===== config.mk =====
export PLATFORM = sky130hd
export DESIGN_NAME = srsw_ctrl
export DESIGN_NICKNAME = d
export VERILOG_FILES = /design/src/sv/srsw_pkg.sv /design/src/sv/srsw_ctrl.sv
export SDC_FILE = /design/constraint.sdc
export NUM_CORES = 1
export LEC_CHECK = 0
export BUFFER_PORTS_ARGS = -buffer_cell sky130_fd_sc_hd__buf_2
export CAP_MARGIN = 10
export CORE_AREA = 2 2 39 41
export CTS_CLUSTER_DIAMETER = 80
export CTS_CLUSTER_SIZE = 30
export DETAILED_ROUTE_END_ITERATION = 7
export DIE_AREA = 0 0 41 43
export HOLD_SLACK_MARGIN = 0.05
export SYNTH_ARGS = -nofsm -noshare
export SYNTH_HDL_FRONTEND = slang
export SYNTH_SLANG_ARGS = --single-unit

===== constraint.sdc =====
create_clock -name clock -period 1.45 [get_ports clock]
set_input_delay 0.0725 -clock clock [delete_from_list [all_inputs] [get_ports clock]]
set_output_delay 0.0725 -clock clock [all_outputs]
set_load 0.02 [all_outputs]

===== src/sv/srsw_pkg.sv =====
// shared constants, register codes and controller/datapath types for the sender window
package srsw_pkg;

   localparam int WINDOW_MAX_DEF = 32;
   localparam int SEQ_BITS_DEF   = 16;
   localparam int TIME_BITS_DEF  = 32;

   localparam int FIELD_W    = 16;
   localparam int WND_REG_W  = 6;
   localparam int CSR_IDX_W  = 2;
   localparam int CSR_DATA_W = 16;

   localparam logic [CSR_IDX_W-1:0] CSR_TOTAL_PACKETS = 2'd0;
   localparam logic [CSR_IDX_W-1:0] CSR_WINDOW_SIZE   = 2'd1;
   localparam logic [CSR_IDX_W-1:0] CSR_TIMEOUT_TICKS = 2'd2;

   localparam logic [FIELD_W-1:0]   TOTAL_RESET   = 16'd100;
   localparam logic [WND_REG_W-1:0] WINDOW_RESET  = 6'd4;
   localparam logic [FIELD_W-1:0]   TIMEOUT_RESET = 16'd2000;

   localparam logic OP_TICK = 1'b0;
   localparam logic OP_ACK  = 1'b1;

   typedef struct packed {
      logic accept;
      logic slide_step;
      logic issue_step;
      logic scan_read;
      logic scan_check;
      logic emit_read;
      logic emit_load;
   } cmd_type;

   typedef struct packed {
      logic slide_go;
      logic base_below_total;
      logic issue_go;
      logic scan_go;
      logic out_free;
      logic emit_last;
   } stat_type;

endpackage


===== src/sv/srsw_ctrl.sv =====
// sequencing state machine: accept, slide, issue, timeout scan, result drain
module srsw_ctrl import srsw_pkg::*;
(
   input  logic     clock,
   input  logic     reset,
   input  logic     req_valid,
   output logic     req_ready,
   input  stat_type stat,
   output cmd_type  cmd
);

   localparam logic [2:0] ST_IDLE     = 3'd0;
   localparam logic [2:0] ST_SLIDE    = 3'd1;
   localparam logic [2:0] ST_ISSUE    = 3'd2;
   localparam logic [2:0] ST_SCAN_RD  = 3'd3;
   localparam logic [2:0] ST_SCAN_CHK = 3'd4;
   localparam logic [2:0] ST_EMIT_RD  = 3'd5;
   localparam logic [2:0] ST_EMIT_LD  = 3'd6;

   logic [2:0] state_ff;
   logic [2:0] state_in;

   always_comb begin
      state_in = state_ff;
      cmd      = '0;
      unique case (state_ff)
         ST_IDLE: begin
            if (req_valid) begin
               cmd.accept = 1'b1;
               state_in   = ST_SLIDE;
            end
         end
         ST_SLIDE: begin
            if (stat.slide_go) begin
               cmd.slide_step = 1'b1;
            end else if (stat.base_below_total) begin
               state_in = ST_ISSUE;
            end else begin
               state_in = ST_EMIT_RD;
            end
         end
         ST_ISSUE: begin
            if (stat.issue_go) begin
               cmd.issue_step = 1'b1;
            end else begin
               state_in = ST_SCAN_RD;
            end
         end
         ST_SCAN_RD: begin
            if (stat.scan_go) begin
               cmd.scan_read = 1'b1;
               state_in      = ST_SCAN_CHK;
            end else begin
               state_in = ST_EMIT_RD;
            end
         end
         ST_SCAN_CHK: begin
            cmd.scan_check = 1'b1;
            state_in       = ST_SCAN_RD;
         end
         ST_EMIT_RD: begin
            cmd.emit_read = 1'b1;
            state_in      = ST_EMIT_LD;
         end
         ST_EMIT_LD: begin
            if (stat.out_free) begin
               cmd.emit_load = 1'b1;
               state_in      = stat.emit_last ? ST_IDLE : ST_EMIT_RD;
            end
         end
         default: begin
            state_in = ST_IDLE;
         end
      endcase
   end

   always_ff @(posedge clock) begin
      if (reset) begin
         state_ff <= ST_IDLE;
      end else begin
         state_ff <= state_in;
      end
   end

   assign req_ready = (state_ff == ST_IDLE);

endmodule


# Word level (Yosys, flattened, before mapping)
# Cells that the tools add are included.
# Widths: inputs -> output; s select.
[word_totals]
register_bits = 3
out_inout_bits = 8
word_cells = 33
[op_classes]
n_eq_ne = 10
mux = 20
n_reduce_logical = 2
[ops]
columns = ["cell", "n"]
rows = [
  ["$pmux 3 s7", 1],
  ["$mux 3", 6],
  ["$mux 1", 13],
  ["$eq 3x3->1 const B", 3],
  ["$ne 2x2->1 const B", 4],
  ["$eq 3x2->1 const B", 2],
  ["$reduce_and 4->1", 1],
  ["$eq 3x1->1 const B", 1],
  ["$logic_not 3->1", 1],
]

# Depth between registers and ports, before layout
# Gate-level depths: netlist (run 1).
[logic_depth]
ltp_word = 3
ltp_mapped = 5
ltp_nobuf = 4

# Worst setup path before layout (run 1)
# OpenSTA, ideal clock, no wires.
[synth_path]
kind = "reg2out"
start = "reg state_ff[0]"
end = "out cmd[6] (netlist bit)"
t_arrival_ns = 1.354
path_slack_ns = 0.024
stages_incl_launch_ff = 4
n_path_buf = 1
path_cell_list = "dfxtp_1 buf_2 nor3_1 and2_1"
[synth_lines]
columns = ["element", "line_no", "text"]
rows = [
  ["start: declaration", "srsw_ctrl.sv:20", "logic [2:0] state_ff;"],
  ["start signal: assignment", "srsw_ctrl.sv:81", "state_ff <= state_in;"],
  ["end: declaration", "srsw_ctrl.sv:9", "output cmd_type cmd"],
]

==> flow_metrics.tcl, run 1 <==
set metrics [dict create \
    hold_depth 3 \
    avgSynthCellArea_um2 7.06 \
    antennaDiodeCount 0 \
    synthCells 39 \
    synthAdderAreaFrac 0 \
    largest_register_ffs 3 \
    start_util 0.199 \
    clk_latency_ps 230 \
    dp_hpwl_um 587 \
    max_slew_margin 0.730 \
    worstMarginPinSlew_ps 404 \
    htreeDepth 1 \
    ios 17 \
    rr_worst_depth 5 \
    ys_warn_count 0 \
    switching_share 0.361 \
    power_switching_mw 0.155 \
    maxCapViolCount 0 \
    post_drt_wl_per_cell_um 10.3 \
    post-place-ws_ps 206 \
    drv_slew 0 \
    synth_compound_area_frac 0.295 \
    die_h_um 43 \
    place.port_buffers 16 \
    coreArea_um2 1380 \
    period_share 0.916 \
    grt-ovfl-total 0 \
    rsz0062_at_grt "false" \
    grt_pass1_vias 309 \
    finalCoreUtilization 0.291 \
    max_freq_ghz 0.753 \
    groute.usage.overall 0.105 \
    post-cts-setup-buffers 0 \
    p_int_mw 0.273 \
    p_per_area_nw_per_um2 1060 \
    dr.pass1.iters 2 \
    period_minus_slack_ps 1330 \
    setup_viol 0 \
    fin_skew_ps 5.78 \
    critPathKind "flop to output pin" \
    tns_ps 0 \
    cp-start-kind "flop" \
    fillCellCount 165 \
    power_frac_clock 0.340 \
    antenna_found_initial 0 \
    syn_nets 48 \
    top_register "state_ff" \
    seq_area_frac_synth 0.218 \
    synth_xor_area_frac 0 \
    cts_tree "built" \
    top_regs "state_ff x3" \
    via_per_inst 4.64 \
    dieArea_um2 1760 \
    status "finished, final reports clean" \
    drc_errors 0 \
    seqPwrFrac 0.295 \
    hold_path.class "input pin to flop" \
    clk_pin_slew_ps 40 \
    grt_max_degree 16 \
    final_nets 68 \
    dieWidth_um 41 \
    hold_violations 0 \
    ir_drop_uv 398 \
    synth_top_family_by_area "simple AND/OR/NAND/NOR gates" \
    required_ps 1380 \
    final_layout_size_suffix_gt1_frac 0.414 \
    syn2layout_area_growth_pct 46.4 \
    synth_cell_types 23 \
    grt_pass1_wl_um 1240 \
    synthSimpleGateAreaFrac 0.382 \
    via_count 343 \
    synthMuxAreaShare 0 \
    combPwrFrac 0.365 \
    clockBufferDepth 2 \
    timing.hold.ws_ps 178 \
    clkSinkCount 3 \
    ys_ff_latch 3 \
    worst_slack_ps 122 \
    arrival_ps 1260 \
    leakagePower_nw 0.187 \
    end_kind "output pin" \
    gp_congestion 0.774 \
    drt_iter0_drc 2 \
    cts-root-buf "clkbuf_4" \
    worst-path-max-fanout 8 \
    rows 14 \
    drt_wl_total_um 763 \
    ant_nets 0 \
    syn_area_um2 275 \
    cts_buffers 3 \
]
cell type report:
cell class,count,area [um2],area share
Tap cell,16,20.0,0.0497
Sequential cell,3,61.3,0.152
Clock buffer,4,26.3,0.0652
Multi-Input combinational cell,30,186,0.463
Timing Repair Buffer,18,97.6,0.242
Inverter,3,11.3,0.0280
cell usage after synthesis:
library cell / number / share of area
dfxtp_1: 3 / 0.22
nor3b_1: 1 / 0.027
nand3_1: 1 / 0.018
a211oi_1: 2 / 0.055
a21o_1: 1 / 0.027
buf_4: 1 / 0.027
o2111ai_1: 1 / 0.032
inv_1: 2 / 0.027
buf_2: 2 / 0.036
a21bo_2: 1 / 0.036
a211o_1: 1 / 0.032
a311oi_1: 1 / 0.032
nor3_1: 4 / 0.073
a31oi_1: 2 / 0.045
and2_1: 1 / 0.023
nand4b_1: 1 / 0.032
nand2_1: 5 / 0.068
inv_2: 1 / 0.014
a21oi_1: 2 / 0.036
nand2b_1: 2 / 0.045
or2_0: 1 / 0.023
nor2_1: 2 / 0.027
and4bb_2: 1 / 0.045
power groups by stage:
stage | Clock [mW] | Sequential (mW) | Combinational (mW)
after floorplan | 0 | 0.103 | 0.130
after global placement | 0 | 0.125 | 0.153
after detailed placement | 0 | 0.126 | 0.154
after CTS | 0.155 | 0.125 | 0.157
after global routing | 0.167 | 0.132 | 0.174
final | 0.145 | 0.126 | 0.156
cell usage in the layout (no fill, tap or decap), types with 2 or more instances in the layout:
master / synthesis / layout
buf_2: 2 / 16
nand2_1: 5 / 5
nor3_1: 4 / 4
clkbuf_4: 0 / 3
nor2_1: 2 / 2
nand2b_1: 2 / 2
inv_1: 2 / 2
a211oi_1: 2 / 2
a31oi_1: 2 / 2
a21oi_1: 2 / 2
dfxtp_1: 3 / 2
final timing paths:
kind,startpoint,end,slack (ps)
worst max register to register,state_ff[1],state_ff[2],180
worst min-delay path,stat[1],state_ff[1],180
worst min register to register,state_ff[0],state_ff[1],660
worst max-delay path,state_ff[1],cmd[5],120
routing by layer:
| layer | global-route usage | wire length, um |
|---|---|---|
| met3 | 0.0471 | 59 |
| met2 | 0.141 | 343 |
| met5 | 0 | 0 |
| met4 | 0.0600 | 0 |
| met1 | 0.135 | 360 |
through the flow:
stage	cell area, um2	instances	power, mW
2_1_floorplan	275	39	0.234
3_3_place_gp	365	69	0.279
3_5_place_dp	365	69	0.280
4_1_cts	402	74	0.437
5_1_grt	403	74	0.473
6_report	403	74	0.428
repair_timing:
action	CTS	global route
hold buffers	1	0
resized for setup	0	1
hold endpoints to repair	3	0
setup endpoints to repair	0	1
cell families (layout without fill, tap and decap cells):
logic type / after synthesis / after routing
AOI/OAI and AO/OA: 11 / 11
DFF: 3 / 3
buffers and inverters: 6 / 25
and+or+nand+nor: 19 / 19
critical path, cell delays in order, from the launching register on:
cell	delay, ps
dfxtp_1	430
buf_4	190
and4bb_2	250
buf_2	150
No activity file was read; power rests on OpenSTA's default activity.
==> run 2, diff against run 1 <==
- ABC_CLOCK_PERIOD_IN_PS: unset -> 1450
- CTS_BUF_LIST: unset -> sky130_fd_sc_hd__clkbuf_8
==> run 2 against run 1 <==
  * Via count fell by 0.58%
  * Clock skew decreased by 2.0 ps
  * Global-route usage increased by 0.30 points
  * Hold slack better by 26 ps
  * Wire length is 0.66% higher
  * Combinational power hardly changed
  * Highest routed layer unchanged
  * Fmax is 1.7% higher
  * Clock power rose by 61%
  * Die area stayed put
  * Non-clock buffer count did not move
==> flow_metrics.tcl, run 2 (synthesized netlist as in run 1, its figures left out) <==
set metrics [dict create \
    drt_iter0_drc 2 \
    max_slew_margin 0.719 \
    place.port_buffers 16 \
    worstMarginPinSlew_ps 421 \
    grtUsageMet3 0.0628 \
    rows 14 \
    grt_util_met2 0.141 \
    instances_no_fill 74 \
    coreArea_um2 1380 \
    htreeDepth 1 \
    gp_congestion 0.774 \
    final_cell_mix "buf_2 (16), nand2_1 (5), nor3_1 (4)" \
    dr.pass1.iters 2 \
    p_per_area_nw_per_um2 1220 \
    hold_violations 0 \
    ant_nets 0 \
    leakagePower_nw 0.198 \
    critPathLaunch "state_ff[1]" \
    antennaDiodeCount 0 \
    dieWidth_um 41 \
    maxCapViolCount 0 \
    ios 17 \
    period_share 0.901 \
    via_per_inst 4.61 \
    dieArea_um2 1760 \
    setup_viol 0 \
    largest_register_ffs 3 \
    post-cts-setup-buffers 0 \
    drc_errors 0 \
    drv_slew 0 \
    gr-usage-met1 0.135 \
    top_register "state_ff" \
    max_freq_ghz 0.766 \
    ir_drop_uv 482 \
    cp-start-kind "flop" \
    final_nets 68 \
    mostFrequentLayoutCell "buf_2" \
    syn2layout_area_growth_pct 52.7 \
    die_h_um 43 \
    period_minus_slack_ps 1310 \
    grt_max_degree 16 \
    drt_wl_total_um 768 \
    required_ps 1380 \
    worst-path-max-fanout 8 \
    cts-root-buf "clkbuf_8" \
    top_regs "state_ff x3" \
    top_usage_layer "met2" \
    r2r_setup_slack_ps 180 \
    rsz0062_at_grt "false" \
    antenna_found_initial 0 \
    r2r-end "state_ff[2]" \
    groute.usage.overall 0.108 \
    end_kind "output pin" \
    cp-endpoint "cmd[5]" \
    cts_tree "built" \
    final_layout_size_suffix_gt1_frac 0.397 \
    rr_startpoint "state_ff[1]" \
    grt_pass1_vias 309 \
    status "finished, final reports clean" \
    start_util 0.199 \
    dp_hpwl_um 587 \
    hold_path.class "input pin to flop" \
    cts_buffers 3 \
    post_drt_wl_per_cell_um 10.4 \
    fin_skew_ps 3.82 \
    dpl.cell_count 69 \
    clkSinkCount 3 \
    rr_worst_depth 5 \
    grt-ovfl-total 0 \
    via_count 341 \
    tns_ps 0 \
    arrival_ps 1230 \
    clk_latency_ps 210 \
    totalPowerFinal_mw 0.515 \
    clk_pin_slew_ps 30 \
    critPathKind "flop to output pin" \
    clockBufferDepth 2 \
    grt_pass1_wl_um 1250 \
]
[run 2: cell types whose count changed in the layout (fill, tap and decap cells not counted), sizes merged]
cell,change
clkbuf,-1
inv,+1
[run 2: timing repair]
action / in CTS / in global routing
resized for setup: 0 / 0
endpoints found under the hold margin: 1 / 0
hold buffers: 1 / 0
endpoints found under the setup margin: 0 / 0
[run 2: worst min path at each step]
stage                              to  startpoint  slack [ps]  cells after the start
after floorplan           state_ff[0]       reset         140                      1
after global placement    state_ff[0]       reset         280                      2
after detailed placement  state_ff[0]       reset         270                      2
after CTS                 state_ff[1]     stat[1]         190                      3
after global routing      state_ff[1]     stat[1]         220                      3
final                     state_ff[1]     stat[1]         200                      3
[run 2: area by class of cell]
type | instances | area, um2
flip-flops and latches | 3 | 60.1
multi-input cells | 30 | 186
well taps | 16 | 20.0
fillers | 160 | 963
clock inverters | 1 | 3.75
clock buffers | 3 | 41.3
inverters | 3 | 11.3
repair buffers | 18 | 97.6
[run 2: per-layer routing]
layer / wire length (um) / share of wire / up-vias
met5: 0 / 0 / -
met4: 0 / 0 / 0
met3: 66 / 0.086 / 0
met2: 338 / 0.44 / 12
met1: 364 / 0.47 / 146
li1: - / - / 183
[run 2: worst max-delay path, stage by stage, from the launching register on]
cell and delay [ps]:
dfxtp_1 420, buf_4 190, and4bb_2 250, buf_2 150
[run 2: stage by stage]
| stage | util | cell area, um2 | hold slack, ps | setup slack (ps) |
|---|---|---|---|---|
| 6_report | 0.304 | 420 | 204 | 144 |
| 5_1_grt | 0.304 | 420 | 221 | 20.3 |
| 4_1_cts | 0.304 | 420 | 194 | 132 |
| 3_5_place_dp | 0.264 | 365 | 273 | 206 |
| 3_3_place_gp | 0.264 | 365 | 276 | 233 |
| 2_1_floorplan | - | 275 | 142 | 23.7 |
[run 2: report_power, final]
| part | internal [mW] | total (mW) | switching, mW |
|---|---|---|---|
| clock network | 0.180 | 0.233 | 0.0533 |
| registers | 0.0944 | 0.125 | 0.0308 |
| logic | 0.0748 | 0.156 | 0.0813 |
==> run 3, diff against run 2 <==
- ABC_AREA: unset -> 1
- TNS_END_PERCENT: unset -> 10
==> run 3 against run 2 <==
  * Cell count is 24% higher
  * Setup slack worse by 23 ps
  * Clock-buffer cell count stayed put
  * Non-clock buffer count is 1 lower
  * Critical path type unchanged
  * Largest cell class unchanged
  * Largest power group is now combinational logic
==> flow_metrics.tcl, run 3 <==
set metrics [dict create \
    status "finished, final reports clean" \
    cts_buffers 3 \
    cts-hold-fix-buffers 1 \
    tns_ps 0 \
    setup_viol 0 \
    rows 14 \
    fin_area_um2 457 \
    dr.pass1.iters 4 \
    syn2layout_area_growth_pct 42.6 \
    period_share 0.917 \
    arrival_ps 1260 \
    hold_path.class "input pin to flop" \
    place_area_um2 402 \
    ys_ff_latch 3 \
    p_per_area_nw_per_um2 1460 \
    synthCells 57 \
    clkSinkCount 3 \
    top_register "state_ff" \
    max_freq_ghz 0.752 \
    fin_skew_ps 7.67 \
    via_per_inst 4.36 \
    async_reset_ff_frac 0 \
    synth_cell_types 16 \
    required_ps 1380 \
    ys_warn_count 0 \
    mostFrequentLayoutCell "buf_2" \
    dieArea_um2 1760 \
    worstMarginPinSlew_ps 379 \
    cts-root-buf "clkbuf_8" \
    ant_nets 0 \
    instances_no_fill 92 \
    hold_violations 0 \
    ios 17 \
    antennaDiodeCount 0 \
    drt_wl_total_um 816 \
    worst-path-max-fanout 7 \
    yosysTopAreaCell "dfxtp_1" \
    drv_slew 0 \
    r2r_setup_slack_ps 240 \
    period_minus_slack_ps 1330 \
    groute.usage.overall 0.109 \
    worst_slack_ps 121 \
    seq_area_frac_synth 0.188 \
    grt_pass1_wl_um 1290 \
    yosysTopAreaCellShare 0.188 \
    cts_tree "built" \
    via_count 401 \
    post-place-ws_ps 233 \
    maxCapViolCount 0 \
    yosysMostFrequentCell "nor2_1" \
    wl_met2_um 385 \
    antenna_found_initial 0 \
    post-cts-setup-buffers 0 \
    max_slew_margin 0.747 \
    post_drt_wl_per_cell_um 8.87 \
    drc_errors 0 \
    coreArea_um2 1380 \
    top_layer "met3" \
    cts_resized 0 \
    finalCoreUtilization 0.330 \
    grt-ovfl-total 0 \
    final_cell_mix "buf_2 (16), nor2_1 (11), inv_1 (10)" \
    grt_max_degree 11 \
    rr_startpoint "state_ff[2]" \
    end_kind "output pin" \
    clk_pin_slew_ps 40 \
    synth_flop_cell "dfxtp_1" \
    start_util 0.231 \
    ir_drop_uv 593 \
    avgSynthCellArea_um2 5.62 \
    wirelength_met1_um 382 \
    rsz0062_at_grt "false" \
    grt_pass1_vias 305 \
    min-delay-start "stat[5]" \
    cp-start-kind "flop" \
    top_regs "state_ff x3" \
    place.port_buffers 16 \
    largest_register_ffs 3 \
    yosys-top-cells-area "dfxtp_1 (19%), nor2_1 (13%), nand3_1 (13%)" \
    leakagePower_nw 0.298 \
    final_layout_size_suffix_gt1_frac 0.342 \
    ys_top_cells_by_count "nor2_1 (11), inv_1 (9), nand3_1 (8), nand2_1 (7), a21oi_1 (4)" \
    final_nets 86 \
    syn_nets 66 \
    critPathLaunch "state_ff[0]" \
    dp_hpwl_um 618 \
    htreeDepth 1 \
    critPathKind "flop to output pin" \
    die_h_um 43 \
    routed-wl-met3_um 48 \
    dieWidth_um 41 \
    synth_edf_count 0 \
    drt_iter0_drc 10 \
    clk_latency_ps 220 \
    syn_area_um2 320 \
    clockBufferDepth 2 \
    dpl.cell_count 87 \
    gp_congestion 0.835 \
]
## run 3: cell count changes after synthesis, moves of 3 or more
cell and change:
nor2_1 +9, inv_1 +7, nand3_1 +7, nor3_1 -3
## run 3: final cells by class
class / instances / area [um2]
multi-input combinational: 40 / 196
clock buffer: 3 / 41.3
fill: 153 / 927
tap: 16 / 20.0
sequential: 3 / 60.1
timing repair buffer: 17 / 90.1
inverter: 12 / 45.0
clock inverter: 1 / 3.75
## run 3: kinds of logic after synthesis
group | count (synthesis) | share of synthesized area
AOI/OAI and AO/OA | 5 | 0.0781
DFF | 3 | 0.188
and+or+nand+nor | 35 | 0.535
buffers and inverters | 14 | 0.199
## run 3: routing by layer
metal  up-vias  GRT usage
met5         -          0
met3         0     0.0157
li1        219          -
met4         0     0.0800
met2        14      0.141
met1       168      0.157
## run 3: critical path, stage by stage, from the launching register on
cell and delay, ps:
dfxtp_1 420, inv_2 120, nor2_2 140, nand3_1 120, inv_1 80, buf_2 150
## run 3: worst paths after layout
kind	cells past startpoint	to
min reg2reg	2	state_ff[2]
min	3	state_ff[0]
max reg2reg	6	state_ff[0]
max	5	cmd[5]
## run 3: stage by stage
| stage | hold WS (ps) | power [mW] |
|---|---|---|
| floorplan | 142 | 0.360 |
| global placement | 264 | 0.423 |
| detailed placement | 266 | 0.424 |
| CTS | 170 | 0.676 |
| global route | 209 | 0.723 |
| finish | 176 | 0.665 |
## run 3: power breakdown
group / total [mW] / switching [mW] / internal, mW
Clock: 0.241 / 0.0601 / 0.181
Sequential: 0.142 / 0.0411 / 0.101
Combinational: 0.281 / 0.178 / 0.104
