**config.mk**
```make
export PLATFORM = sky130hd
export DESIGN_NAME = srsw_dp
export DESIGN_NICKNAME = d
export VERILOG_FILES = /design/src/sv/srsw_pkg.sv /design/src/sv/srsw_dp.sv
export SDC_FILE = /design/constraint.sdc
export NUM_CORES = 2
export LEC_CHECK = 0
export BUFFER_PORTS_ARGS = -buffer_cell sky130_fd_sc_hd__buf_4
export CAP_MARGIN = 20
export CORE_UTILIZATION = 42
export CTS_CLUSTER_DIAMETER = 120
export DETAILED_ROUTE_END_ITERATION = 6
export GPL_TIMING_DRIVEN = 1
export SYNTH_ARGS = -nofsm -noshare
export SYNTH_HDL_FRONTEND = slang
export SYNTH_SLANG_ARGS = --single-unit
```
**constraint.sdc**
```tcl
create_clock -name clock -period 7.9 [get_ports clock]
set_input_delay 0.79 -clock clock [delete_from_list [all_inputs] [get_ports clock]]
set_output_delay 0.79 -clock clock [all_outputs]
set_load 0.01 [all_outputs]
```
**src/sv/srsw_pkg.sv**
```systemverilog
// shared constants, register codes and controller/datapath types for the sender window
package srsw_pkg;

   localparam int WINDOW_MAX_DEF = 32;
   localparam int SEQ_BITS_DEF   = 16;
   localparam int TIME_BITS_DEF  = 32;

   localparam int FIELD_W    = 16;
   localparam int WND_REG_W  = 6;
   localparam int CSR_IDX_W  = 2;
   localparam int CSR_DATA_W = 16;

   localparam logic [CSR_IDX_W-1:0] CSR_TOTAL_PACKETS = 2'd0;
   localparam logic [CSR_IDX_W-1:0] CSR_WINDOW_SIZE   = 2'd1;
   localparam logic [CSR_IDX_W-1:0] CSR_TIMEOUT_TICKS = 2'd2;

   localparam logic [FIELD_W-1:0]   TOTAL_RESET   = 16'd100;
   localparam logic [WND_REG_W-1:0] WINDOW_RESET  = 6'd4;
   localparam logic [FIELD_W-1:0]   TIMEOUT_RESET = 16'd2000;

   localparam logic OP_TICK = 1'b0;
   localparam logic OP_ACK  = 1'b1;

   typedef struct packed {
      logic accept;
      logic slide_step;
      logic issue_step;
      logic scan_read;
      logic scan_check;
      logic emit_read;
      logic emit_load;
   } cmd_type;

   typedef struct packed {
      logic slide_go;
      logic base_below_total;
      logic issue_go;
      logic scan_go;
      logic out_free;
      logic emit_last;
   } stat_type;

endpackage

```
**src/sv/srsw_dp.sv**
```systemverilog
// window datapath: config registers, sequence pointers, ack flags, send times, result queue
module srsw_dp import srsw_pkg::*;
#(
   parameter int WINDOW_MAX = WINDOW_MAX_DEF,
   parameter int SEQ_BITS   = SEQ_BITS_DEF,
   parameter int TIME_BITS  = TIME_BITS_DEF
)
(
   input  logic                  clock,
   input  logic                  reset,
   input  logic                  csr_we,
   input  logic [CSR_IDX_W-1:0]  csr_index,
   input  logic [CSR_DATA_W-1:0] csr_wdata,
   input  logic                  req_opcode,
   input  logic [FIELD_W-1:0]    req_ack_number,
   input  cmd_type               cmd,
   output stat_type              stat,
   input  logic                  rsp_ready,
   output logic                  rsp_valid,
   output logic                  rsp_send_valid,
   output logic [FIELD_W-1:0]    rsp_send_sequence,
   output logic                  rsp_is_retransmit,
   output logic                  rsp_last,
   output logic [FIELD_W-1:0]    rsp_window_base,
   output logic                  rsp_done_res,
   output logic [FIELD_W-1:0]    rsp_retransmit_total
);

   localparam int SLOT_W = (WINDOW_MAX > 1) ? $clog2(WINDOW_MAX) : 1;
   localparam int CNT_W  = $clog2(WINDOW_MAX + 1);
   localparam int W      = ((SEQ_BITS > FIELD_W) ? SEQ_BITS : FIELD_W) + 1;

   localparam logic [W-1:0]        SEQ_MAX   = {{(W-SEQ_BITS){1'b0}}, {SEQ_BITS{1'b1}}};
   localparam logic [W-1:0]        WMAX_W    = W'(WINDOW_MAX);
   localparam logic [W-1:0]        ONE_W     = W'(1);
   localparam logic [CNT_W-1:0]    CNT_MAX   = CNT_W'(WINDOW_MAX);
   localparam logic [SLOT_W-1:0]   SLOT_LAST = SLOT_W'(WINDOW_MAX - 1);
   localparam logic [SLOT_W:0]     SLOT_NUM  = (SLOT_W+1)'(WINDOW_MAX);
   localparam logic [FIELD_W-1:0]  RETX_SAT  = '1;

   typedef struct packed {
      logic               retx;
      logic [FIELD_W-1:0] seq;
   } q_entry_type;

   function automatic logic [SLOT_W-1:0] slot_inc(input logic [SLOT_W-1:0] s);
      logic [SLOT_W-1:0] r;
      r = (s == SLOT_LAST) ? '0 : s + 1'b1;
      return r;
   endfunction

   // config
   logic [FIELD_W-1:0]   total_ff,   total_in;
   logic [WND_REG_W-1:0] wnd_ff,     wnd_in;
   logic [FIELD_W-1:0]   timeout_ff, timeout_in;

   // window state
   logic [SEQ_BITS-1:0]   base_ff, base_in;
   logic [SEQ_BITS-1:0]   next_ff, next_in;
   logic [SEQ_BITS-1:0]   ptr_ff,  ptr_in;
   logic [SLOT_W-1:0]     base_slot_ff, base_slot_in;
   logic [SLOT_W-1:0]     next_slot_ff, next_slot_in;
   logic [SLOT_W-1:0]     ptr_slot_ff,  ptr_slot_in;
   logic [WINDOW_MAX-1:0] acked_ff, acked_in;
   logic [TIME_BITS-1:0]  now_ff,  now_in;
   logic [FIELD_W-1:0]    retx_ff, retx_in;
   logic [CNT_W-1:0]      qcnt_ff, qcnt_in;
   logic [CNT_W-1:0]      rd_ff,   rd_in;

   // output word
   logic                out_valid_ff, out_valid_in;
   logic                out_send_ff,  out_send_in;
   logic [FIELD_W-1:0]  out_seq_ff,   out_seq_in;
   logic                out_retx_ff,  out_retx_in;
   logic                out_last_ff,  out_last_in;
   logic [FIELD_W-1:0]  out_base_ff,  out_base_in;
   logic                out_done_ff,  out_done_in;
   logic [FIELD_W-1:0]  out_total_ff, out_total_in;

   // memories
   logic [TIME_BITS-1:0] sent_at_mem [WINDOW_MAX];
   logic [TIME_BITS-1:0] sent_rd_ff;
   q_entry_type          queue_mem [WINDOW_MAX];
   q_entry_type          q_rd_ff;

   logic [W-1:0]         total_w, total_eff, wnd_w, wnd_eff;
   logic [W-1:0]         base_w, next_w, ptr_w, ack_w, ack_diff;
   logic [SLOT_W:0]      ack_sum, ack_wrap;
   logic [SLOT_W-1:0]    ack_slot;
   logic                 ack_hit;
   logic                 flag_rd;
   logic [TIME_BITS-1:0] age;
   logic                 retx_hit;
   logic                 push;
   logic                 mem_we;
   logic [SLOT_W-1:0]    mem_waddr;
   q_entry_type          q_wdata;
   logic                 emit_last;

   always_comb begin
      total_w   = W'(total_ff);
      total_eff = (total_w > SEQ_MAX) ? SEQ_MAX : total_w;
      wnd_w     = W'(wnd_ff);
      if (wnd_w == '0) begin
         wnd_eff = ONE_W;
      end else if (wnd_w > WMAX_W) begin
         wnd_eff = WMAX_W;
      end else begin
         wnd_eff = wnd_w;
      end

      base_w = W'(base_ff);
      next_w = W'(next_ff);
      ptr_w  = W'(ptr_ff);
      ack_w  = W'(req_ack_number);

      // ack lies less than one window past the base, so one wrap at most
      ack_diff = ack_w - base_w;
      ack_sum  = {1'b0, base_slot_ff} + {1'b0, ack_diff[SLOT_W-1:0]};
      ack_wrap = ack_sum - SLOT_NUM;
      ack_slot = (ack_sum >= SLOT_NUM) ? ack_wrap[SLOT_W-1:0] : ack_sum[SLOT_W-1:0];
      ack_hit  = (req_opcode == OP_ACK) && (ack_w >= base_w) && (ack_w < next_w) &&
                 (ack_w < total_eff);

      flag_rd  = acked_ff[ptr_slot_ff];
      age      = now_ff - sent_rd_ff;
      retx_hit = !flag_rd && (age > TIME_BITS'(timeout_ff));
      push     = cmd.issue_step || (cmd.scan_check && retx_hit);
      mem_we   = push;
      mem_waddr = cmd.issue_step ? next_slot_ff : ptr_slot_ff;
      q_wdata.retx = !cmd.issue_step;
      q_wdata.seq  = cmd.issue_step ? FIELD_W'(next_ff) : FIELD_W'(ptr_ff);
      emit_last = (qcnt_ff == '0) || (rd_ff == qcnt_ff);

      stat.slide_go         = (base_w < total_eff) && (base_w < next_w) && flag_rd;
      stat.base_below_total = (base_w < total_eff);
      stat.issue_go         = (next_w < total_eff) && ((next_w - base_w) < wnd_eff) &&
                              (qcnt_ff < CNT_MAX);
      stat.scan_go          = (ptr_w < next_w) && (qcnt_ff < CNT_MAX);
      stat.out_free         = !out_valid_ff || rsp_ready;
      stat.emit_last        = emit_last;
   end

   always_comb begin
      total_in   = total_ff;
      wnd_in     = wnd_ff;
      timeout_in = timeout_ff;
      if (csr_we) begin
         unique case (csr_index)
            CSR_TOTAL_PACKETS: total_in   = csr_wdata;
            CSR_WINDOW_SIZE:   wnd_in     = csr_wdata[WND_REG_W-1:0];
            CSR_TIMEOUT_TICKS: timeout_in = csr_wdata;
            default: ;
         endcase
      end
   end

   always_comb begin
      base_in      = base_ff;
      next_in      = next_ff;
      ptr_in       = ptr_ff;
      base_slot_in = base_slot_ff;
      next_slot_in = next_slot_ff;
      ptr_slot_in  = ptr_slot_ff;
      acked_in     = acked_ff;
      now_in       = now_ff;
      retx_in      = retx_ff;
      qcnt_in      = qcnt_ff;
      rd_in        = rd_ff;

      if (cmd.accept) begin
         if (req_opcode == OP_TICK) begin
            now_in = now_ff + 1'b1;
         end
         if (ack_hit) begin
            acked_in[ack_slot] = 1'b1;
         end
         ptr_in      = base_ff;
         ptr_slot_in = base_slot_ff;
         qcnt_in     = '0;
         rd_in       = '0;
      end

      if (cmd.slide_step) begin
         acked_in[ptr_slot_ff] = 1'b0;
         base_in      = base_ff + 1'b1;
         base_slot_in = slot_inc(base_slot_ff);
         ptr_in       = ptr_ff + 1'b1;
         ptr_slot_in  = slot_inc(ptr_slot_ff);
      end

      if (cmd.issue_step) begin
         acked_in[next_slot_ff] = 1'b0;
         next_in      = next_ff + 1'b1;
         next_slot_in = slot_inc(next_slot_ff);
      end

      if (cmd.scan_check) begin
         ptr_in      = ptr_ff + 1'b1;
         ptr_slot_in = slot_inc(ptr_slot_ff);
         if (retx_hit && (retx_ff != RETX_SAT)) begin
            retx_in = retx_ff + 1'b1;
         end
      end

      if (push) begin
         qcnt_in = qcnt_ff + 1'b1;
      end

      if (cmd.emit_read) begin
         rd_in = rd_ff + 1'b1;
      end
   end

   always_comb begin
      out_valid_in = out_valid_ff;
      out_send_in  = out_send_ff;
      out_seq_in   = out_seq_ff;
      out_retx_in  = out_retx_ff;
      out_last_in  = out_last_ff;
      out_base_in  = out_base_ff;
      out_done_in  = out_done_ff;
      out_total_in = out_total_ff;
      if (cmd.emit_load) begin
         out_valid_in = 1'b1;
         out_send_in  = (qcnt_ff != '0);
         out_seq_in   = (qcnt_ff != '0) ? q_rd_ff.seq : '0;
         out_retx_in  = (qcnt_ff != '0) && q_rd_ff.retx;
         out_last_in  = emit_last;
         out_base_in  = FIELD_W'(base_ff);
         out_done_in  = !(base_w < total_eff);
         out_total_in = retx_ff;
      end else if (rsp_ready) begin
         out_valid_in = 1'b0;
      end
   end

   always_ff @(posedge clock) begin
      if (reset) begin
         total_ff     <= TOTAL_RESET;
         wnd_ff       <= WINDOW_RESET;
         timeout_ff   <= TIMEOUT_RESET;
         base_ff      <= '0;
         next_ff      <= '0;
         ptr_ff       <= '0;
         base_slot_ff <= '0;
         next_slot_ff <= '0;
         ptr_slot_ff  <= '0;
         acked_ff     <= '0;
         now_ff       <= '0;
         retx_ff      <= '0;
         qcnt_ff      <= '0;
         rd_ff        <= '0;
         out_valid_ff <= 1'b0;
      end else begin
         total_ff     <= total_in;
         wnd_ff       <= wnd_in;
         timeout_ff   <= timeout_in;
         base_ff      <= base_in;
         next_ff      <= next_in;
         ptr_ff       <= ptr_in;
         base_slot_ff <= base_slot_in;
         next_slot_ff <= next_slot_in;
         ptr_slot_ff  <= ptr_slot_in;
         acked_ff     <= acked_in;
         now_ff       <= now_in;
         retx_ff      <= retx_in;
         qcnt_ff      <= qcnt_in;
         rd_ff        <= rd_in;
         out_valid_ff <= out_valid_in;
      end
   end

   always_ff @(posedge clock) begin
      out_send_ff  <= out_send_in;
      out_seq_ff   <= out_seq_in;
      out_retx_ff  <= out_retx_in;
      out_last_ff  <= out_last_in;
      out_base_ff  <= out_base_in;
      out_done_ff  <= out_done_in;
      out_total_ff <= out_total_in;
   end

   // send-time memory
   always_ff @(posedge clock) begin
      if (mem_we) begin
         sent_at_mem[mem_waddr] <= now_ff;
      end
      if (cmd.scan_read) begin
         sent_rd_ff <= sent_at_mem[ptr_slot_ff];
      end
   end

   // result queue for one request's worth of transmissions
   always_ff @(posedge clock) begin
      if (push) begin
         queue_mem[qcnt_ff[SLOT_W-1:0]] <= q_wdata;
      end
      if (cmd.emit_read) begin
         q_rd_ff <= queue_mem[rd_ff[SLOT_W-1:0]];
      end
   end

   assign rsp_valid            = out_valid_ff;
   assign rsp_send_valid       = out_send_ff;
   assign rsp_send_sequence    = out_seq_ff;
   assign rsp_is_retransmit    = out_retx_ff;
   assign rsp_last             = out_last_ff;
   assign rsp_window_base      = out_base_ff;
   assign rsp_done_res         = out_done_ff;
   assign rsp_retransmit_total = out_total_ff;

   a_base_not_past_next: assert property (@(posedge clock) disable iff (reset)
      base_w <= next_w)
      else $error("window base passed next sequence");

   a_outstanding_bound: assert property (@(posedge clock) disable iff (reset)
      (next_w - base_w) <= WMAX_W)
      else $error("more packets outstanding than slots");

   a_queue_bound: assert property (@(posedge clock) disable iff (reset)
      cmd.emit_load |-> (qcnt_ff <= CNT_MAX) && (rd_ff <= qcnt_ff || qcnt_ff == '0))
      else $error("result queue overrun");

endmodule

```
==> Yosys cells after proc, flatten, opt, wreduce, memory -nomap -nowiden <==
Memories as Yosys holds them, arrays and structs flattened. A register that Yosys moved wholly into a read port is not among the register bits.
Index checks and enable logic that the tools add are counted.
{ "totals": {"register_bits": 246, "mem_bits_rw": 1568, "in_bits": 46, "mem_count": 2} }
{ "memory_table": {"columns": ["name", "words", "word_bits", "read_ports", "rd_ports_with_merged_regs", "write_ports", "line", "rtl"], "rows": [
  ["sent_at_mem", 32, 32, 1, 1, 1, "srsw_dp.sv:81", "logic [TIME_BITS-1:0] sent_at_mem [WINDOW_MAX];"],
  ["queue_mem", 32, 17, 1, 1, 1, "srsw_dp.sv:83", "q_entry_type queue_mem [WINDOW_MAX];"]
]} }
{ "classes": {"addsub": 15, "n_lt_le_gt_ge": 18, "eq_ne": 7, "n_mux": 33, "bitwise": 6, "n_reduce_logical": 35} }
{ "ops": {"columns": ["op", "n"], "rows": [
  ["$mux W32", 4],
  ["$lt A16 B16 Y1", 6],
  ["$add A16 B1 Y16 const B", 4],
  ["$and A32 B32 Y32", 2],
  ["$mux W16", 4],
  ["$not A32 Y32", 2],
  ["$mux W5", 8],
  ["$add A32 B1 Y32 const B", 1],
  ["$gt A32 B16 Y1", 1],
  ["$or A32 B32 Y32", 1],
  ["$sub A32 B32 Y32", 1],
  ["$mux W6", 4],
  ["$lt A5 B6 Y1 const B", 3],
  ["$lt A17 B17 Y1", 1],
  ["$mux W17", 1],
  ["$sub A16 B16 Y17", 1],
  ["$ge A16 B16 Y1", 1],
  ["$ne A16 B16 Y1 const B", 1],
  ["$add A5 B1 Y5 const B", 3],
  ["$demux W1 S5", 3],
  ["$eq A5 B5 Y1 const B", 3],
  ["$ge A5 B1 Y1 const B", 3],
  ["$logic_and A1 B1 Y1", 15],
  ["$add A6 B1 Y6 const B", 2],
  ["other kinds (20)", 39]
]} }

==> Logic depth before layout (Yosys ltp) <==
{ "depth": {"word_depth": 15, "depth_mapped": 22, "mapped_depth_nobuf": 20} }

==> Least setup slack after synthesis <==
OpenSTA, ideal clock, no wires.
{ "synth_path": {"path_kind": "reg2reg", "start": "register now_ff[0]", "end": "memory sent_at_mem[7][0] (netlist bit), enable pin", "setup_ns": 0.470, "arrival_time_ns": 6.685, "setup_slack_ns": 0.745, "path_stages_with_launch": 22, "synth_period_minus_slack_ns": 7.155, "cell_sequence": "dfxtp_1 > inv_1 > ha_1 > fa_1 > nand2b_1 > a21oi_2 > o21ai_1 > and2_1 > o21ai_0 > xor2_1 > ha_1 > nand4_1 > or4_1 > a21oi_1 > a211oi_1 > a21oi_1 > a221oi_1 > nand4b_1 > o41a_1 > nor2_2 > buf_2 > a211oi_1"} }
{ "synth_via": {"elab_chain_len": 7} }
{ "synth_lines": {"columns": ["element", "line", "rtl"], "rows": [
  ["start: declaration", "srsw_dp.sv:65", "logic [TIME_BITS-1:0] now_ff, now_in;"],
  ["start signal: assignment", "srsw_dp.sv:266", "now_ff <= now_in;"],
  ["$sub A32 B32 Y32", "srsw_dp.sv:126", "age = now_ff - sent_rd_ff;"],
  ["$gt A32 B16 Y1", "srsw_dp.sv:127", "retx_hit = !flag_rd && (age > TIME_BITS'(timeout_ff));"],
  ["$logic_and A1 B1 Y1", "srsw_dp.sv:127", null],
  ["$logic_and A1 B1 Y1", "srsw_dp.sv:128", "push = cmd.issue_step || (cmd.scan_check && retx_hit);"],
  ["$logic_or A1 B1 Y1", "srsw_dp.sv:128", null],
  ["$mux W1", "srsw_dp.sv:286", "if (mem_we) begin"],
  ["$mux W1 (implied by the code)", "srsw_dp.sv:287", "sent_at_mem[mem_waddr] <= now_ff;"],
  ["end: declaration", "srsw_dp.sv:81", null]
]} }
No other way between the ends.

==> Worst setup path in the final report <==
{ "layout_path": {"start": "register now_ff[11]", "end": "memory sent_at_mem[7][14] (netlist bit), enable pin"} }
Same word-level chain as after synthesis.

==> run summary <==
The transition time of the tightest slew-check pin is about 1.1 ns. The total wirelength of the detailed-routed design came out at slightly above 200,000 um. The count of cell types in the netlist is 76. The count of buffers added on input and output ports is between 100 and 150.

Data on the critical path is required at its endpoint by around 8.4 ns. The cell sitting at the root of the clock tree is a sky130_fd_sc_hd__clkbuf_16. A synthesized cell averages between 15 and 20 um2. The number of detailed-route iterations in the first pass is 5. The most used flip-flop cell after synthesis is sky130_fd_sc_hd__edfxtp_1. The startpoint of the tightest hold check path is csr_wdata[6]. The post-layout utilization of the core is 48.5%.

For the worst setup path, the data arrival time is 6.85 ns. The maximum level of the CTS H-tree is 4. The largest net degree at the start of global routing is just under 100. The ratio of routed vias to standard cells is 5.82. The total instance count after detailed placement came out at about 6.9k.

Once the clock tree was built, the resizer swapped 0 gates to a different size. In this run the critical register-to-register path is captured at sent_at_mem[7][14]. The tree built by TritonCTS fans out to 1,863 sinks. The TritonCTS buffer count is ~190. The initial antenna violation count came out at 7. The number of failing hold endpoints at the final stage came out at 0. The multi-input gate area in the final layout came out at 22,300 um2.

The post-synthesis net count came out at around 4.7k. The critical path goes through buf_4, ha_1, nand2_1, a2111oi_0, o21ai_1, nand2_1, xor2_1, ha_1, nand4_1, or4_1, a21oi_1, a211oi_1, a21oi_1, a221oi_1, nand4b_1, o41a_1, nor2_4, buf_12, a211oi_4, buf_4. The insertion delay of the later-clocked pin in the worst-skew pair is roughly 0.83 ns. The count of nets left with antenna violations after detail routing came out at 0. The summed negative setup slack over all endpoints is 0 ns.

For this run, the post-layout net count is 4,890. Pin placement for this block handled around 110 I/O pins. The clock network accounts for a little over two fifths of the total power. The worst hold path belongs to the class input port to flop. Once layout is complete, the cells apart from fillers number slightly above 7k. The largest individual stage delay along the critical path comes from the cell sky130_fd_sc_hd__a211oi_4.

The overall global routing resource usage came out at roughly 22%. The leakage power summed over all cells is roughly 28 nW. The global-route wire length before repair is approximately 300,000 um. In the layout the commonest cells are sky130_fd_sc_hd__edfxtp_1, sky130_fd_sc_hd__mux4_2, sky130_fd_sc_hd__nand2_1, sky130_fd_sc_hd__buf_4, sky130_fd_sc_hd__nor2_1. The switching power came out at between 4 and 5 mW.

After layout, the worst path uses between 80% and 90% of the clock period. The horizontal die dimension is 431 um. The worst setup path is captured at a flop.

The run finished with clean final reports. The synthesized netlist cell count came out at about 4.5k. The largest single stage delay on the critical path is between 0.9 and 1 ns. The synthesized area came out at approximately 77,000 um2. The number of filler cells placed in the layout came out at roughly 15k. Yosys printed 0 warnings. The via count of the first global-routing pass came out at between 40k and 50k. Sequential cells were found to cover 69.9% of the synthesized design area. The number of remaining DRC errors came out at 0.

Setup repair after global routing left no endpoint under its margin. The total power is ~22 mW. The register cell area after layout is about 54,000 um2. Dividing the detail-routed wire length by the instance count gives roughly 28 um. Setup violations remaining at the end of the flow were counted as 0. The maximum buffer depth of the clock tree is 3. The die covers about 190,000 um2. The sequential group share of total power came out at around 50%.

The switching power as a share of total power is roughly 22%. The maximum fanout encountered on the critical timing path came out at 38. The remaining max-slew budget at the tightest pin came out at between 20% and 30%. The internal power component is about 17 mW. The standard-cell row count came out at ~160. The violation count after the first detailed-routing iteration came out at 4,894.

The worst register-to-register path begins at now_ff[11]. After clock tree synthesis, the setup repair step added 0 buffers. The slack of the worst reg-to-reg path is 1.53 ns.

The cell area power density came out at roughly 240 nW/um2. The worst setup path is of the flop to flop kind. The placeable core area came out at roughly 180,000 um2. The worst hold path terminates at timeout_ff[6]. The die outline height is ~430 um. STA classifies the critical path startpoint as a flop. The maximum clock frequency came out at around 0.16 GHz. The clock slew seen by the registers of the worst setup and hold paths came out at roughly 0.070 ns. Relative to the synthesized area, the layout overhead comes to 14.2%. The number of enable-type register cells in the synthesized netlist came out at approximately 1.7k.

The number of hold buffers added after CTS was 0. Leaving out fill and tap cells, the most frequent cell in the layout is sky130_fd_sc_hd__edfxtp_1. Combinational cells account for under 10% of the total power. The starting utilization of the core area came out at between 40 and 50%. After legalization and detailed placement, the total HPWL measured roughly 130,000 um.

The worst hold path stage count is 3. The minimum clock period came out at between 6 and 7 ns. The clock tree from TritonCTS is yes. The flop and latch count out of synthesis came out at 1,863. Summed over all layers, the global routing overflow is 0.

Across the run, the number of max-cap violations was 0. Across the VDD grid, the largest voltage drop is ~250 uV. The placer's final routability congestion estimate came out at around 0.88.

The number of max-slew violations in the final report came out at 0. The fraction of final layout cells with drive strength greater than 1 is 21.8%. Of all flip-flops after synthesis, the portion carrying an async set or reset was 0%. The count of cells along the worst register-to-register path is 20. The worst-case clock skew came out at between 0.03 and 0.04 ns. The via count is about 42k.
==> metal layers <==
layer	wire (um)	part of all wire [%]	global-route usage, %	vias up
met3	13900	6.8	3.39	281
li1	-	-	-	18387
met2	100000	49	35.9	1578
met1	85400	42	30.8	22068
met4	5480	2.7	6.43	2
met5	13	0.0063	0	-
==> sequential cells by signal (all words and copies together) (netlist names), 6 cells and up <==
| name | cells |
|---|---|
| sent_at_mem | 1024 |
| queue_mem | 544 |
| acked_ff | 32 |
| now_ff | 32 |
| sent_rd_ff | 32 |
| q_rd_ff | 17 |
| base_ff | 16 |
| next_ff | 16 |
| ptr_ff | 16 |
| retx_ff | 16 |
| rsp_retransmit_total | 16 |
| rsp_send_sequence | 16 |
| rsp_window_base | 16 |
| timeout_ff | 16 |
| total_ff | 16 |
| qcnt_ff | 6 |
| rd_ff | 6 |
| wnd_ff | 6 |
==> worst max-delay path by stage <==
stage / start / end / slack, ns / depth (start not counted)
after CTS: now_ff[0] / sent_at_mem[7][14] / 1.53 / 22
final: now_ff[11] / sent_at_mem[7][14] / 1.53 / 20
after floorplan: now_ff[0] / sent_at_mem[7][0] / 0.75 / 21
after global placement: now_ff[0] / sent_at_mem[7][14] / 1.58 / 22
after detailed placement: now_ff[0] / sent_at_mem[7][14] / 1.56 / 22
after global routing: now_ff[2] / sent_at_mem[7][14] / 1.11 / 21
==> cell type report <==
type                            instances  share of cell area (%)
Clock buffer                          248                    5.85
Tap cell                             2449                    3.48
Clock inverter                        105                    1.51
Inverter                              135                   0.575
Antenna cell                            5                  0.0142
Sequential cell                      1863                    61.3
Timing Repair Buffer                  221                    2.00
Multi-Input combinational cell       2245                    25.3
==> metrics by stage <==
step	cell area, um2	setup slack, ns	hold slack (ns)
final	88100	1.53	0.203
after global placement	81500	1.58	0.430
after global routing	88100	1.11	0.175
after detailed placement	81600	1.56	0.442
after CTS	88000	1.53	0.139
after floorplan	77200	0.745	0.420
==> power groups by stage <==
stage               combinational (mW)  clock [mW]  sequential, mW
floorplan                        0.940           0            11.0
global placement                  1.46           0            11.1
detailed placement                1.47           0            11.1
CTS                               1.48        9.39            10.9
global route                      1.58        9.77            10.9
finish                            1.47        9.26            10.9
==> cell usage after synthesis (10+ instances only) <==
master	number	area share, %
sky130_fd_sc_hd__and2_1	22	0.18
sky130_fd_sc_hd__buf_1	50	0.24
sky130_fd_sc_hd__nand4_1	73	0.59
sky130_fd_sc_hd__clkbuf_1	144	0.70
sky130_fd_sc_hd__o22ai_1	34	0.28
sky130_fd_sc_hd__nor4_1	11	0.089
sky130_fd_sc_hd__edfxtp_1	1669	65
sky130_fd_sc_hd__nor2_1	200	0.97
sky130_fd_sc_hd__a21oi_1	140	0.91
sky130_fd_sc_hd__nand3_1	102	0.66
sky130_fd_sc_hd__xor2_1	32	0.36
sky130_fd_sc_hd__a21o_1	37	0.36
sky130_fd_sc_hd__a31oi_1	14	0.11
sky130_fd_sc_hd__dfxtp_1	194	5.0
sky130_fd_sc_hd__nand2b_1	17	0.14
sky130_fd_sc_hd__xnor2_1	64	0.73
sky130_fd_sc_hd__mux4_2	434	13
sky130_fd_sc_hd__or3_1	27	0.22
sky130_fd_sc_hd__nor3_1	51	0.33
sky130_fd_sc_hd__mux2_2	34	0.50
sky130_fd_sc_hd__a211oi_1	45	0.44
sky130_fd_sc_hd__nor2b_1	21	0.17
sky130_fd_sc_hd__a22oi_1	140	1.4
sky130_fd_sc_hd__ha_1	185	3.0
sky130_fd_sc_hd__o211ai_1	22	0.21
sky130_fd_sc_hd__inv_1	132	0.64
sky130_fd_sc_hd__and3_1	59	0.48
sky130_fd_sc_hd__o21a_1	10	0.097
sky130_fd_sc_hd__o21ai_0	107	0.69
sky130_fd_sc_hd__nand2_1	212	1.0
sky130_fd_sc_hd__mux2i_1	19	0.25
==> worst max-delay path: cells and delay by family (launching register included) <==
kind,cells,cell delay [ns]
flip-flops,1,0.32
AO/OA/AOI/OAI,8,2.45
adder cells (fa/ha/maj),2,0.64
AND/OR/NAND/NOR,6,1.35
XOR/XNOR,1,0.10
buffers and inverters,3,1.09
==> kinds of logic after synthesis <==
group | Yosys count | share of synthesized area [%]
adders and majority gates | 189 | 3.10
DFF | 1863 | 69.9
xor gates and xnor gates | 96 | 1.09
AOI/OAI and AO/OA | 626 | 5.35
and+or+nand+nor | 843 | 5.34
muxes | 491 | 13.5
buffers and inverters | 343 | 1.72
Note: power is estimated with default switching activity, not from simulation.
